===== config.mk =====
export PLATFORM = sky130hd
export DESIGN_NAME = sd_spi_command_transaction_unit
export DESIGN_NICKNAME = d
export VERILOG_FILES = /design/src/hdl/sdspi_pkg.sv /design/src/hdl/sd_spi_command_transaction_unit.sv /design/src/hdl/sdspi_core.sv
export SDC_FILE = /design/constraint.sdc
export NUM_CORES = 1
export LEC_CHECK = 0
export ABC_AREA = 1
export ABC_CLOCK_PERIOD_IN_PS = 4410
export BUFFER_PORTS_ARGS = -buffer_cell sky130_fd_sc_hd__clkbuf_2
export CAP_MARGIN = 30
export CORE_MARGIN = 5
export CORE_UTILIZATION = 55
export DETAILED_ROUTE_END_ITERATION = 16
export GPL_TIMING_DRIVEN = 0
export PLACE_DENSITY = 0.79
export SYNTH_ARGS = -nofsm -noshare
export SYNTH_HDL_FRONTEND = slang
export SYNTH_HIERARCHICAL = 1
export SYNTH_SLANG_ARGS = --single-unit

===== constraint.sdc =====
create_clock -name clk -period 4.41 [get_ports clk]
set_clock_uncertainty 0.2 [all_clocks]
set_input_delay 1.1025 -clock clk [delete_from_list [all_inputs] [get_ports clk]]
set_output_delay 1.1025 -clock clk [all_outputs]
set_load 0.1 [all_outputs]

===== src/hdl/sdspi_pkg.sv =====
// ----------------------------------------------------------------------------
// SD SPI command unit package
// Shared item types, status codes, frame constants and the CRC7 byte update.
// ----------------------------------------------------------------------------
package sdspi_pkg;

  localparam int POLL_W      = 17;
  localparam int IN_TDATA_W  = 56;
  localparam int OUT_TDATA_W = 24;

  localparam logic [POLL_W-1:0] POLL_LIMIT_RST = 17'h10000;

  // Input item kinds.
  localparam logic OP_START = 1'b0;
  localparam logic OP_XFER  = 1'b1;

  // Completion status codes.
  localparam logic [2:0] ST_OK      = 3'd0;
  localparam logic [2:0] ST_BAD_CMD = 3'd1;
  localparam logic [2:0] ST_COM_ERR = 3'd2;
  localparam logic [2:0] ST_TIMEOUT = 3'd3;
  localparam logic [2:0] ST_R1_ERR  = 3'd4;

  // Command frame constants.
  localparam logic [7:0] CMD_LIMIT   = 8'd64;
  localparam logic [7:0] START_TOKEN = 8'h40;
  localparam logic [7:0] FILL_BYTE   = 8'hFF;
  localparam logic [7:0] R1_ERR_MASK = 8'h7C;
  localparam logic [7:0] CRC7_GEN    = 8'h89;
  localparam logic [2:0] FRAME_LAST  = 3'd4;
  localparam logic [2:0] FRAME_BYTES = 3'd5;

  typedef struct packed {
    logic        opcode;
    logic [7:0]  cmd_index;
    logic [31:0] argument;
    logic [3:0]  resp_len;
    logic [7:0]  rx_byte;
    logic        bus_error;
  } sdspi_item_t;

  typedef struct packed {
    logic       send_valid;
    logic [7:0] send_byte;
    logic       resp_valid;
    logic [7:0] resp_byte;
    logic       done_res;
    logic [2:0] status;
  } sdspi_res_t;

  // Folds one frame byte into the running CRC7, most significant bit first.
  function automatic logic [6:0] crc7_byte(input logic [6:0] crc, input logic [7:0] data);
    logic [7:0] v;
    v = {crc, 1'b0} ^ data;
    if (v[7]) begin
      v = v ^ CRC7_GEN;
    end
    for (int i = 1; i < 8; i++) begin
      v = {v[6:0], 1'b0};
      if (v[7]) begin
        v = v ^ CRC7_GEN;
      end
    end
    return v[6:0];
  endfunction

endpackage


===== src/hdl/sd_spi_command_transaction_unit.sv =====
// ----------------------------------------------------------------------------
// SD SPI command transaction unit
// Runs one SPI-mode SD command exchange, one bus byte per input item.
// ----------------------------------------------------------------------------
// Usage: the controller sends a start item (in_tuser = 0) with the command
// index, argument and expected response length. Each reply item names the
// next byte to clock out on the bus. After every completed SPI byte the
// controller sends an exchange item (in_tuser = 1) with the received byte and
// the bus error flag. The block answers each exchange with the next byte to
// send, a captured response byte, or a completion with its status. A start
// while busy and an exchange while idle are dropped without a reply.
// An accepted item passes through the input register, the next-byte logic
// with the CRC7 update and the output register before it reaches out_tvalid.
// Throughput is one item per cycle while out_tready is high; the CRC is folded
// in one byte per frame byte so the logic stays a single byte deep.
// When out_tready is low the output register holds its item, the input
// register fills, and in_tready drops until the output is taken.
// Reset (synchronous, rst_n low) empties both registers, returns the
// sequencer to idle and sets the poll limit to 65536. cfg_wr_en writes the
// poll limit in the same cycle; write it only while no transaction runs.
// ----------------------------------------------------------------------------
module sd_spi_command_transaction_unit (
  input  logic                                 clk,
  input  logic                                 rst_n,
  // Input item.
  input  logic                                 in_tvalid,
  output logic                                 in_tready,
  // cmd_index[7:0], argument[39:8], resp_len[43:40], rx_byte[51:44],
  // bus_error[52], zero fill above.
  input  logic [sdspi_pkg::IN_TDATA_W-1:0]     in_tdata,
  // opcode: 0 start, 1 byte exchange completed.
  input  logic                                 in_tuser,
  // Result item.
  output logic                                 out_tvalid,
  input  logic                                 out_tready,
  // send_valid[0], send_byte[8:1], resp_valid[9], resp_byte[17:10],
  // done_res[18], status[21:19], zero fill above.
  output logic [sdspi_pkg::OUT_TDATA_W-1:0]    out_tdata,
  // Poll limit register.
  input  logic                                 cfg_wr_en,
  input  logic [sdspi_pkg::POLL_W-1:0]         cfg_wr_data
);

  logic                         s1_valid_r, s1_valid_nxt;
  sdspi_pkg::sdspi_item_t       s1_item_r;
  logic                         out_valid_r, out_valid_nxt;
  sdspi_pkg::sdspi_res_t        out_res_r;
  logic [sdspi_pkg::POLL_W-1:0] poll_limit_r;

  logic                         slot_free;
  logic                         advance;
  logic                         in_accept;
  sdspi_pkg::sdspi_res_t        core_res;
  logic                         core_present;

  // The output slot frees when it is empty or being taken this cycle.
  assign slot_free = !out_valid_r || out_tready;
  assign advance   = s1_valid_r && slot_free;
  assign in_tready = !s1_valid_r || slot_free;
  assign in_accept = in_tvalid && in_tready;

  always_comb begin
    s1_valid_nxt = s1_valid_r;
    if (in_accept) begin
      s1_valid_nxt = 1'b1;
    end else if (advance) begin
      s1_valid_nxt = 1'b0;
    end
    out_valid_nxt = slot_free ? (s1_valid_r && core_present) : 1'b1;
  end

  always_ff @(posedge clk) begin
    if (!rst_n) begin
      s1_valid_r   <= 1'b0;
      out_valid_r  <= 1'b0;
      poll_limit_r <= sdspi_pkg::POLL_LIMIT_RST;
    end else begin
      s1_valid_r  <= s1_valid_nxt;
      out_valid_r <= out_valid_nxt;
      if (cfg_wr_en) begin
        poll_limit_r <= cfg_wr_data;
      end
    end
  end

  // Payload registers carry no reset.
  always_ff @(posedge clk) begin
    if (in_accept) begin
      s1_item_r.opcode    <= in_tuser;
      s1_item_r.cmd_index <= in_tdata[7:0];
      s1_item_r.argument  <= in_tdata[39:8];
      s1_item_r.resp_len  <= in_tdata[43:40];
      s1_item_r.rx_byte   <= in_tdata[51:44];
      s1_item_r.bus_error <= in_tdata[52];
    end
    if (advance && core_present) begin
      out_res_r <= core_res;
    end
  end

  sdspi_core u_core (
    .clk         (clk),
    .rst_n       (rst_n),
    .step_en     (advance),
    .item        (s1_item_r),
    .poll_limit  (poll_limit_r),
    .res         (core_res),
    .res_present (core_present)
  );

  assign out_tvalid = out_valid_r;
  assign out_tdata  = {2'b00,
                       out_res_r.status,
                       out_res_r.done_res,
                       out_res_r.resp_byte,
                       out_res_r.resp_valid,
                       out_res_r.send_byte,
                       out_res_r.send_valid};

`ifndef ASSERT_OFF
  // A staged item that cannot move on must block new input.
  a_no_overrun: assert property (@(posedge clk) disable iff (!rst_n)
    s1_valid_r && !slot_free |=> s1_valid_r && $stable(s1_item_r))
    else $error("sd_spi_command_transaction_unit: staged item lost");
`endif

endmodule


===== src/hdl/sdspi_core.sv =====
// ----------------------------------------------------------------------------
// SD SPI command sequencer
// Holds the transaction state and decides the next bus byte for each item.
// ----------------------------------------------------------------------------
module sdspi_core (
  input  logic                            clk,
  input  logic                            rst_n,
  input  logic                            step_en,
  input  sdspi_pkg::sdspi_item_t          item,
  input  logic [sdspi_pkg::POLL_W-1:0]    poll_limit,
  output sdspi_pkg::sdspi_res_t           res,
  output logic                            res_present
);

  localparam logic [2:0] PH_IDLE  = 3'd0;
  localparam logic [2:0] PH_CMD   = 3'd1;
  localparam logic [2:0] PH_POLL  = 3'd2;
  localparam logic [2:0] PH_RESP  = 3'd3;
  localparam logic [2:0] PH_TRAIL = 3'd4;

  logic [2:0]                   phase_r, phase_nxt;
  logic [2:0]                   byte_idx_r, byte_idx_nxt;
  logic [31:0]                  arg_r, arg_nxt;
  logic [6:0]                   crc_r, crc_nxt;
  logic [sdspi_pkg::POLL_W-1:0] poll_cnt_r, poll_cnt_nxt;
  logic [3:0]                   resp_tgt_r, resp_tgt_nxt;
  logic [3:0]                   resp_cnt_r, resp_cnt_nxt;
  logic [2:0]                   final_st_r, final_st_nxt;
  logic [7:0]                   first_byte;

  assign first_byte = sdspi_pkg::START_TOKEN | item.cmd_index;

  always_comb begin
    phase_nxt    = phase_r;
    byte_idx_nxt = byte_idx_r;
    arg_nxt      = arg_r;
    crc_nxt      = crc_r;
    poll_cnt_nxt = poll_cnt_r;
    resp_tgt_nxt = resp_tgt_r;
    resp_cnt_nxt = resp_cnt_r;
    final_st_nxt = final_st_r;
    res          = '0;
    res_present  = 1'b0;

    if (item.opcode == sdspi_pkg::OP_START) begin
      if (phase_r == PH_IDLE) begin
        res_present = 1'b1;
        if (item.cmd_index >= sdspi_pkg::CMD_LIMIT) begin
          res.done_res = 1'b1;
          res.status   = sdspi_pkg::ST_BAD_CMD;
        end else begin
          arg_nxt      = item.argument;
          crc_nxt      = sdspi_pkg::crc7_byte(7'd0, first_byte);
          resp_tgt_nxt = (item.resp_len == 4'd0) ? 4'd1 : item.resp_len;
          resp_cnt_nxt = 4'd0;
          poll_cnt_nxt = '0;
          byte_idx_nxt = 3'd0;
          final_st_nxt = sdspi_pkg::ST_OK;
          phase_nxt    = PH_CMD;
          res.send_valid = 1'b1;
          res.send_byte  = first_byte;
        end
      end
    end else begin
      case (phase_r)
        PH_CMD: begin
          res_present = 1'b1;
          if (item.bus_error) begin
            phase_nxt    = PH_IDLE;
            res.done_res = 1'b1;
            res.status   = sdspi_pkg::ST_COM_ERR;
          end else if (byte_idx_r >= sdspi_pkg::FRAME_BYTES) begin
            phase_nxt      = PH_POLL;
            poll_cnt_nxt   = '0;
            res.send_valid = 1'b1;
            res.send_byte  = sdspi_pkg::FILL_BYTE;
          end else begin
            byte_idx_nxt   = byte_idx_r + 3'd1;
            res.send_valid = 1'b1;
            if (byte_idx_r < sdspi_pkg::FRAME_LAST) begin
              // Argument bytes go out most significant first; the CRC follows them.
              res.send_byte = arg_r[31:24];
              arg_nxt       = {arg_r[23:0], 8'd0};
              crc_nxt       = sdspi_pkg::crc7_byte(crc_r, arg_r[31:24]);
            end else begin
              res.send_byte = {crc_r, 1'b1};
            end
          end
        end
        PH_POLL: begin
          res_present = 1'b1;
          if (item.bus_error) begin
            phase_nxt    = PH_IDLE;
            res.done_res = 1'b1;
            res.status   = sdspi_pkg::ST_COM_ERR;
          end else begin
            poll_cnt_nxt = poll_cnt_r + 1'b1;
            if (!item.rx_byte[7]) begin
              resp_cnt_nxt = 4'd1;
              if ((item.rx_byte & sdspi_pkg::R1_ERR_MASK) != 8'd0) begin
                final_st_nxt = sdspi_pkg::ST_R1_ERR;
                phase_nxt    = PH_TRAIL;
              end else if (resp_tgt_r > 4'd1) begin
                phase_nxt = PH_RESP;
              end else begin
                final_st_nxt = sdspi_pkg::ST_OK;
                phase_nxt    = PH_TRAIL;
              end
              res.send_valid = 1'b1;
              res.send_byte  = sdspi_pkg::FILL_BYTE;
              res.resp_valid = 1'b1;
              res.resp_byte  = item.rx_byte;
            end else if (poll_cnt_nxt >= poll_limit) begin
              phase_nxt    = PH_IDLE;
              res.done_res = 1'b1;
              res.status   = sdspi_pkg::ST_TIMEOUT;
            end else begin
              res.send_valid = 1'b1;
              res.send_byte  = sdspi_pkg::FILL_BYTE;
            end
          end
        end
        PH_RESP: begin
          res_present = 1'b1;
          if (item.bus_error) begin
            phase_nxt    = PH_IDLE;
            res.done_res = 1'b1;
            res.status   = sdspi_pkg::ST_COM_ERR;
          end else begin
            resp_cnt_nxt = resp_cnt_r + 4'd1;
            if (resp_cnt_nxt >= resp_tgt_r) begin
              final_st_nxt = sdspi_pkg::ST_OK;
              phase_nxt    = PH_TRAIL;
            end
            res.send_valid = 1'b1;
            res.send_byte  = sdspi_pkg::FILL_BYTE;
            res.resp_valid = 1'b1;
            res.resp_byte  = item.rx_byte;
          end
        end
        PH_TRAIL: begin
          // A bus error on the trailing byte does not change the outcome.
          res_present  = 1'b1;
          phase_nxt    = PH_IDLE;
          res.done_res = 1'b1;
          res.status   = final_st_r;
        end
        default: begin
          res_present = 1'b0;
        end
      endcase
    end
  end

  always_ff @(posedge clk) begin
    if (!rst_n) begin
      phase_r    <= PH_IDLE;
      byte_idx_r <= 3'd0;
      arg_r      <= 32'd0;
      crc_r      <= 7'd0;
      poll_cnt_r <= '0;
      resp_tgt_r <= 4'd0;
      resp_cnt_r <= 4'd0;
      final_st_r <= sdspi_pkg::ST_OK;
    end else if (step_en) begin
      phase_r    <= phase_nxt;
      byte_idx_r <= byte_idx_nxt;
      arg_r      <= arg_nxt;
      crc_r      <= crc_nxt;
      poll_cnt_r <= poll_cnt_nxt;
      resp_tgt_r <= resp_tgt_nxt;
      resp_cnt_r <= resp_cnt_nxt;
      final_st_r <= final_st_nxt;
    end
  end

`ifndef ASSERT_OFF
  // Every completion returns the sequencer to idle.
  a_done_to_idle: assert property (@(posedge clk) disable iff (!rst_n)
    step_en && res_present && res.done_res |=> phase_r == PH_IDLE)
    else $error("sdspi_core: transaction ended but sequencer is not idle");

  // While trailing response bytes are collected, the count stays below the target.
  a_resp_count: assert property (@(posedge clk) disable iff (!rst_n)
    phase_r == PH_RESP |-> (resp_cnt_r < resp_tgt_r) && (resp_cnt_r != 4'd0))
    else $error("sdspi_core: response count out of range");

  // A returned response byte never comes with a completion.
  a_resp_not_done: assert property (@(posedge clk) disable iff (!rst_n)
    res_present && res.resp_valid |-> !res.done_res && res.send_valid)
    else $error("sdspi_core: response byte paired with completion");
`endif

endmodule


After elaboration in Yosys (flattened, before gate mapping)

Index checks and enable logic that the tools add are counted.

$add $sub $neg: 3
Multiply operators: 0
Divide/modulo/power cells: 0
$lt $le $gt $ge: 6
Eq/ne operators: 22
Shifts and indexed selects: 0
Mux-type cells: 155
Bitwise logic cells: 19
Reduce and logical (&&, ||, !) cells: 22

Operators by type and width:

| operator                                               | number |
|---|---|
| 2-to-1 mux 7 bit                                       | 63 |
| 2-to-1 mux 32 bit                                      | 7 |
| 2-to-1 mux 4 bit                                       | 30 |
| 2-to-1 mux 17 bit                                      | 6 |
| 2-to-1 mux 3 bit                                       | 25 |
| 2-to-1 mux 9 bit                                       | 7 |
| 2-to-1 mux 18 bit                                      | 2 |
| case mux 17 bit (2 select lines)                       | 1 |
| inverter 2 bit                                         | 16 |
| AND reduction 7 bit                                    | 4 |
| case mux 9 bit (3 select lines)                        | 1 |
| case mux 9 bit (2 select lines)                        | 1 |
| adder 17 x 1 -> 17 bit (second input constant)         | 1 |
| >= comparator 17 bit                                   | 1 |
| 2-to-1 mux 8 bit                                       | 2 |
| inequality test 3 bit (second input constant)          | 4 |
| inequality test 4 x 3 -> 1 bit (second input constant) | 3 |
| case mux 3 bit (4 select lines)                        | 1 |
| case mux 4 bit (3 select lines)                        | 1 |
| AND reduction 9 bit                                    | 1 |
| >= comparator 8 x 7 -> 1 bit (second input constant)   | 1 |
| case mux 4 bit (2 select lines)                        | 1 |
| nonzero test 8 bit                                     | 1 |
| XOR 8 bit                                              | 1 |
| 28 further kinds                                       | 46 |

Bits in registers: 168
Bits in latches: 0
RAM bits: 0
ROM bits: 0
Input port bits: 79
Output and inout bits: 26
Logic and storage cells: 250
Memories: 0

Logic depth before layout (Yosys ltp)

Gate-level depths: netlist (run 1).

Depth after elaboration: 57
Gate-level depth with buffers: 21
Depth with buffers taken out: 21

Cells and area by module

Netlist (run 1), hierarchy kept.

Modules (own cells, without submodules):

| module                          | instances | cells an instance | area each (um^2) | seq. area each (um^2) |
|---|---|---|---|---|
| sdspi_core                      | 1         | 750               | 4884.7           | 1421.4 |
| sd_spi_command_transaction_unit | 1         | 168               | 3006.6           | 2662.6 |

Worst setup path after synthesis (run 1)

No wires, ideal clock.

Path kind: input port to flip-flop
Start point: in out_tready
End point: reg s1_item_r[0] in the netlist's numbering (enable)
Setup time: 0.408 ns
Data arrival time: 3.063 ns
Slack: 0.739 ns
Cell stages on the path: 4
Path through: inv_1 > nand3_1 > nand2_1 > inv_1

Word-level cells in the longest chain between the ends: 3

Ends and longest elaborated chain:

| item               | RTL line                              | RTL |
|---|---|---|
| start: declaration | sd_spi_command_transaction_unit.sv:35 | `input logic out_tready,` |
| logical OR 1 bit   | sd_spi_command_transaction_unit.sv:57 | `assign slot_free = !out_valid_r \|\| out_tready;` |
| logical OR 1 bit   | sd_spi_command_transaction_unit.sv:59 | `assign in_tready = !s1_valid_r \|\| slot_free;` |
| net in_tready      | sd_spi_command_transaction_unit.sv:27 | `output logic in_tready,` |
| logical AND 1 bit  | sd_spi_command_transaction_unit.sv:60 | `assign in_accept = in_tvalid && in_tready;` |
| net in_accept      | sd_spi_command_transaction_unit.sv:52 | `logic in_accept;` |
| end: declaration   | sd_spi_command_transaction_unit.sv:45 | `sdspi_pkg::sdspi_item_t s1_item_r;` |

The timed path passes the listed nets, and every way through them passes these cells.
A chain may end at the register's enable or synchronous reset.

==> results of run 1 <==
## per-layer routing
layer	global-route usage, %	vias to the layer above	wire length [um]
li1	-	3291	-
met1	30.7	2957	8250
met2	34.9	222	8200
met3	5.03	18	1170
met4	6.91	0	249
met5	0	-	0
## stage by stage
| step | hold WS (ps) | setup slack (ps) | area [um^2] |
|---|---|---|---|
| 3_3_place_gp | 245 | 759 | 8610 |
| 3_5_place_dp | 250 | 710 | 8650 |
| 5_1_grt | 286 | 200 | 9240 |
| 6_report | 264 | 618 | 9240 |
| 4_1_cts | 266 | 636 | 9240 |
| 2_1_floorplan | 229 | 739 | 7900 |
## final cells by class
type | count | area (um^2)
multi-input combinational | 622 | 3230
sequential | 166 | 4080
timing repair buffer | 100 | 526
fill | 1155 | 4750
buffer | 38 | 231
inverter | 93 | 357
clock inverter | 14 | 161
clock buffer | 18 | 429
tap | 180 | 225
## cells in the final DEF, fill, tap and decap left out, types with 22 or more instances in the layout
cell type  instances
nand2_1          201
nor2_1           103
clkbuf_2          99
dfxtp_1           90
inv_1             84
edfxtp_1          76
nand3_1           53
a21oi_1           52
o21ai_0           50
a31oi_1           26
ha_1              25
o21ai_1           22
## synthesized netlist by cell type (2+ instances only)
master | number | area [um^2]
or2_2 | 3 | 18.8
o21ai_1 | 22 | 110
nor3_1 | 10 | 50.1
nand2_1 | 201 | 754
nor2_4 | 2 | 22.5
edfxtp_1 | 76 | 2280
ha_1 | 25 | 313
dfxtp_1 | 90 | 1800
buf_6 | 6 | 67.6
buf_1 | 2 | 7.51
a31oi_1 | 26 | 163
xor2_1 | 14 | 123
nor2_1 | 104 | 390
nor4_1 | 2 | 12.5
nor2_2 | 3 | 18.8
nand3_1 | 53 | 265
buf_2 | 4 | 20.0
a21oi_1 | 52 | 260
clkbuf_1 | 19 | 71.3
buf_4 | 4 | 30.0
nand3_2 | 2 | 20.0
inv_1 | 85 | 319
o21bai_1 | 2 | 15.0
nand2_2 | 2 | 12.5
nand4_1 | 9 | 56.3
buf_8 | 2 | 30.0
inv_2 | 5 | 18.8
a21oi_2 | 3 | 26.3
o21ai_0 | 50 | 250
clkinv_1 | 2 | 7.51
xnor2_1 | 20 | 175
## cell families (layout without fill, tap and decap cells)
kind of cell	after synthesis	count (layout)
simple gates	398	398
flops	166	166
compound gates	162	162
buf+inv	131	263
xor+xnor	34	34
fa+ha+maj	25	25
other cells	1	2
mux	1	1
## power breakdown
group / switching [mW] / total (mW) / internal, mW
sequential: 0.0362 / 1.72 / 1.68
combinational: 0.239 / 0.354 / 0.115
clock: 0.659 / 1.47 / 0.806
total: 0.934 / 3.54 / 2.60
## state kept, by name, summed over array words and instances (netlist names), 3 cells and up
signal and cells:
u_core/resp_tgt_r 4, u_core/crc_r 7, u_core/resp_cnt_r 4, s1_item_r 54, u_core/arg_r 32, out_tdata 22, u_core/phase_r 3, u_core/byte_idx_r 3
u_core/poll_cnt_r 17, poll_limit_r 17
## worst reg2reg max path, stage by stage, from the launching register on
cell,delay (ps)
dfxtp_1,490
ha_1,240
nand3_1,120
nor2_1,100
nand2_1,120
nor4_1,260
xor2_1,360
ha_1,220
nand2_1,90
nor2_1,230
inv_1,90
nor3_1,150
nand2_1,120
nand3_1,110
nand2_1,110
nand3_1,270
nand3_1,130
nand2_1,80
nand2_1,60
## path summary, 6_finish.rpt
| check | endpoint | slack (ps) | from |
|---|---|---|---|
| max reg2reg | out_tdata[7] | 620 | u_core/poll_cnt_r[0] |
| max | out_tdata[7] | 620 | u_core/poll_cnt_r[0] |
| min | u_core/arg_r[8] | 260 | u_core/arg_r[0] |
| min reg2reg | u_core/arg_r[8] | 260 | u_core/arg_r[0] |
==> flow_metrics.py, run 1 <==
metrics = {
    "detailed_routing": {
        "vias": 6488,
        "wl_per_cell_um": 14.5,
        "drt_wl_total_um": 17900,
        "via_per_inst": 5.27,
        "ant_nets": 0,
        "first_iter_violations": 505,
        "first_pass_iters": 5,
        "drc": 0,
    },
    "yosys": {
        "synth_area_per_cell_um2": 8.60,
        "synth-compound-area-share_pct": 11.3,
        "synth_edf_count": 76,
        "synth_xor_area_share_pct": 3.77,
        "syn_inst": 918,
        "synthArstFlopShare_pct": 0,
        "yosysWarnings": 6,
        "yosys-mux-area-fraction_pct": 0.127,
        "ys_ff_latch": 166,
        "synth_top_family_by_area": "simple AND/OR/NAND/NOR gates",
        "seq_area_frac_synth_pct": 51.8,
        "syn-cell-area_um2": 7890,
        "synth_cell_type_count": 49,
        "synthAdderAreaFrac_pct": 3.96,
        "synth_simple_gate_area_share_pct": 21.5,
        "synthFlopType": "dfxtp_1",
    },
    "sta": {
        "fmax_mhz": 264,
        "period_share_pct": 86.0,
        "fin_crit_ps": 3790,
        "tns_ps": 0,
        "worst_pin_slew_ps": 731,
        "rsz0062_at_grt": "false",
        "finalHoldViolCount": 0,
        "relSlewSlack_pct": 50.9,
        "drv_slew": 0,
        "setup_viol": 0,
    },
    "pwr": {
        "power.density_nw_per_um2": 383,
        "ir_drop_mv": 0.303,
        "report.power.total_mw": 3.54,
        "p_leak_nw": 3.94,
    },
    "critical_path": {
        "worstPathCellList": "ha_1, nand3_1, nor2_1, nand2_1, nor4_1, xor2_1, ha_1, nand2_1, nor2_1, inv_1, nor3_1, nand2_1, nand3_1, nand2_1, nand3_1, nand3_1, nand2_1, nand2_1",
        "worst_path_max_delay_cell": "dfxtp_1",
        "start_kind": "register",
        "path_buf_inv": 1,
        "crit_path_max_fanout": 9,
        "end_kind": "register",
        "reg2reg_depth": 18,
        "crit_cells": 18,
        "cp_slowest_stage_delay_ps": 490,
        "path_class": "register to register",
        "required_ps": 4390,
        "cp_data_arrival_time_ps": 3770,
        "cpMostUsedCell": "nand2_1",
        "crit_family": "simple AND/OR/NAND/NOR gates",
    },
    "hold_path": {
        "hold_class": "register to register",
        "min_path_cells": 2,
    },
    "floorplan": {
        "core_um2": 14000,
        "ioPinCount": 105,
        "die_x_um": 130,
        "dieHeight_um": 130,
        "initial_utilization_pct": 56.4,
        "dieArea_um2": 16800,
        "placementRows": 43,
    },
    "global_routing": {
        "grt_max_degree": 32,
        "antenna_found_initial": 0,
        "grt_pass1_vias": 6166,
        "grt_use_total_pct": 22.2,
        "grt_pass1_wl_um": 29400,
        "gr-total-overflow": 0,
    },
    "place": {
        "gp_congestion": 0.907,
        "port-buffer-count": 98,
        "place_inst": 1199,
        "detailed_place_hpwl_um": 13300,
    },
    "clock_tree": {
        "htree_levels": 4,
        "cts.reportedPaths.clkPinSlew_ps": 70,
        "cts_buffer_depth": 2,
        "hold_buffers": 0,
        "cts.sinks": 166,
        "cts_tree": "yes",
        "postCtsResizedCells": 0,
        "root_buffer": "clkbuf_16",
        "cts_buffers": 17,
        "worstSkewPairLatency_ps": 430,
        "cts_setup_buffers": 0,
    },
    "flow_run": {
        "timing.max_cap.violations": 0,
    },
    "finish": {
        "instances_no_fill": 1231,
        "nets": 1142,
        "synthToLayoutAreaGrowth_pct": 17.1,
        "antenna_cells": 0,
        "drive_above_1_share_pct": 16.8,
        "fin_util_pct": 66.0,
    },
    "status": {
        "status": "completed",
    },
}
(Power assumes the default switching activity.)
==> run 2: changes to the inputs <==
--- a/config.mk
+++ b/config.mk
@@ -5,8 +5,7 @@
 export SDC_FILE = /design/constraint.sdc
 export NUM_CORES = 1
 export LEC_CHECK = 0
-export ABC_AREA = 1
-export ABC_CLOCK_PERIOD_IN_PS = 4410
+export ABC_CLOCK_PERIOD_IN_PS = 4600
 export BUFFER_PORTS_ARGS = -buffer_cell sky130_fd_sc_hd__clkbuf_2
 export CAP_MARGIN = 30
 export CORE_MARGIN = 5
==> constraint.sdc (replaced) <==
create_clock -name clk -period 4.6 [get_ports clk]
set_clock_uncertainty 0.2 [all_clocks]
set_input_delay 1.15 -clock clk [delete_from_list [all_inputs] [get_ports clk]]
set_output_delay 1.15 -clock clk [all_outputs]
set_load 0.1 [all_outputs]
==> run 2 against run 1 <==
  * Cell count down 15%
  * Clock power down 7%
  * Via count down 11%
  * Sequential power down 6%
  * Hold slack worse by 9.9 ps
==> flow_metrics.py, run 2 <==
metrics = {
    "global_routing": {
        "antenna_found_initial": 0,
        "grt_use_total_pct": 20.8,
        "grt_util_met3_pct": 4.70,
        "gr-total-overflow": 0,
        "grt_max_degree": 34,
        "grt_util_met2_pct": 34.9,
        "grt_pass1_vias": 5591,
        "grt_pass1_wl_um": 27300,
        "grt_most_used_layer": "met2",
        "met1_usage_pct": 26.5,
    },
    "place": {
        "place_ws_ps": 559,
        "detailed_place_hpwl_um": 12300,
        "gp_congestion": 0.927,
        "place_inst": 1013,
        "port-buffer-count": 98,
    },
    "pwr": {
        "seq_power_share_pct": 50.1,
        "pwr-share-clk_pct": 41.9,
        "p_int_mw": 2.49,
        "power.density_nw_per_um2": 353,
        "comb_power_share_pct": 7.9,
        "ir_drop_mv": 0.236,
        "p_leak_nw": 3.64,
        "p_switching_mw": 0.752,
        "switching_share_pct": 23.2,
    },
    "clock_tree": {
        "cts_setup_buffers": 0,
        "cts_tree": "yes",
        "hold_buffers": 0,
        "postCtsResizedCells": 0,
        "worstSkewPairLatency_ps": 430,
        "htree_levels": 4,
        "root_buffer": "clkbuf_16",
        "cts_buffer_depth": 2,
        "cts_buffers": 17,
        "cts.sinks": 166,
        "cts.reportedPaths.clkPinSlew_ps": 60,
    },
    "yosys": {
        "ys_ff_latch": 166,
        "synthArstFlopShare_pct": 0,
        "synth_area_per_cell_um2": 10.7,
        "synth_cell_type_count": 60,
        "synthTopCellsByArea": "edfxtp_1, dfxtp_1, mux2i_1",
        "yosysWarnings": 6,
        "syn-cell-area_um2": 7850,
        "syn_inst": 732,
        "synthTopCellsByCount": "dfxtp_1, edfxtp_1, nor2_1, nand2_1, mux2i_1",
        "synth_most_common_cell": "dfxtp_1",
        "synth_edf_count": 76,
        "seq_area_frac_synth_pct": 52.0,
        "yosysTopAreaCell": "edfxtp_1",
        "synth_top_area_share_pct": 29.1,
        "synthFlopType": "dfxtp_1",
    },
    "flow_run": {
        "timing.max_cap.violations": 0,
    },
    "critical_path": {
        "cp_data_arrival_time_ps": 4220,
        "start_kind": "register",
        "end_kind": "register",
        "crit_path_max_fanout": 7,
        "required_ps": 4690,
        "path_class": "register to register",
    },
    "detailed_routing": {
        "wl_per_cell_um": 16.1,
        "first_iter_violations": 439,
        "first_pass_iters": 5,
        "ant_nets": 0,
        "via_per_inst": 5.52,
        "drt_wl_total_um": 16800,
        "drc": 0,
        "vias": 5766,
    },
    "floorplan": {
        "initial_utilization_pct": 56.3,
        "placementRows": 43,
        "die_x_um": 129,
        "dieArea_um2": 16800,
        "dieHeight_um": 129,
        "core_um2": 13900,
        "ioPinCount": 105,
    },
    "sta": {
        "worst_pin_slew_ps": 909,
        "rsz0062_at_grt": "false",
        "finalHoldViolCount": 0,
        "drv_slew": 0,
        "fin_crit_ps": 4130,
        "relSlewSlack_pct": 39.3,
        "period_share_pct": 89.8,
        "setup_viol": 0,
        "layout_setup_ws_ps": 470,
        "fmax_mhz": 242,
    },
    "finish": {
        "instances_no_fill": 1045,
        "final_cell_mix": "clkbuf_2, dfxtp_1, edfxtp_1, nor2_1, nand2_1",
        "synthToLayoutAreaGrowth_pct": 17.0,
        "drive_above_1_share_pct": 21.4,
        "nets": 956,
        "largest_reg_flops": 54,
        "regMostFlops": "s1_item_r",
        "layout_commonest_cell": "clkbuf_2",
        "antenna_cells": 0,
    },
    "hold_path": {
        "hold_class": "register to register",
    },
    "status": {
        "status": "completed",
    },
}
## run 2: cell types whose count changed after synthesis, moves of 19 or more
| cell | delta |
|---|---|
| o21ai_0 | -29 |
| a211oi_2 | +21 |
| nand2_1 | -142 |
| inv_1 | -60 |
| nand3_1 | -28 |
| nor2b_1 | +21 |
| nor2_1 | -42 |
| a31oi_1 | -22 |
| o21ai_1 | -19 |
| mux2i_1 | +50 |
## run 2: path summary, 6_finish.rpt
check / start / endpoint / slack (ps) / depth (start not counted)
setup / recovery: u_core/poll_cnt_r[0] / out_tdata[1] / 470 / 12
hold / removal: u_core/arg_r[0] / u_core/arg_r[0] / 250 / 2
setup reg to reg: u_core/poll_cnt_r[0] / out_tdata[1] / 470 / 12
hold reg to reg: u_core/arg_r[0] / u_core/arg_r[0] / 250 / 2
## run 2: cell families after synthesis
group | after synthesis | share of synthesized area, %
mux | 52 | 6.65
xor+xnor | 44 | 4.91
simple gates | 237 | 15.1
fa+ha+maj | 25 | 3.99
other cells | 1 | 0.0478
flops | 166 | 52.0
buf+inv | 66 | 4.39
compound gates | 141 | 12.8
## run 2: routing by layer
metal | up-vias | share of wire, % | wire length [um]
li1 | 2863 | - | -
met1 | 2637 | 42 | 6980
met4 | 0 | 2.3 | 381
met2 | 228 | 49 | 8290
met5 | - | 0 | 0
met3 | 38 | 6.8 | 1140
## run 2: worst max-delay path, cell delays in order (launching register included)
cell and delay, ps:
dfxtp_1 420, ha_1 220, nand3_1 210, nor3_1 350, and3_1 240, nand3_1 100
xnor2_1 260, ha_1 310, and4_1 220, a221o_1 320, a31oi_1 590, o211a_1 380
a211o_1 160
## run 2: layout make-up
| type | count | area [um^2] |
|---|---|---|
| flip-flops and latches | 166 | 4080 |
| multi-input cells | 501 | 3440 |
| inverters | 26 | 97.6 |
| clock buffers | 19 | 433 |
| clock inverters | 13 | 133 |
| plain buffers | 40 | 246 |
| repair buffers | 100 | 526 |
| well taps | 180 | 225 |
| fillers | 1097 | 4750 |
## run 2: power groups by stage
| stage | Combinational, mW | Sequential (mW) | Clock (mW) |
|---|---|---|---|
| 6_report | 0.257 | 1.62 | 1.36 |
| 5_1_grt | 0.281 | 1.63 | 1.46 |
| 4_1_cts | 0.258 | 1.62 | 1.38 |
| 3_5_place_dp | 0.255 | 1.66 | 0 |
| 3_3_place_gp | 0.247 | 1.66 | 0 |
| 2_1_floorplan | 0.148 | 1.68 | 0 |
## run 2: metrics by stage
| stage | setup TNS (ps) | instance area [um^2] | hold slack (ps) | power [mW] | utilization, % |
|---|---|---|---|---|---|
| CTS | 0 | 9180 | 253 | 3.26 | 65.9 |
| global route | 0 | 9180 | 280 | 3.37 | 65.9 |
| floorplan | 0 | 7850 | 232 | 1.83 | - |
| global placement | -56020 | 8570 | 240 | 1.90 | 61.5 |
| finish | 0 | 9180 | 254 | 3.24 | 65.9 |
| detailed placement | 0 | 8610 | 246 | 1.91 | 61.8 |
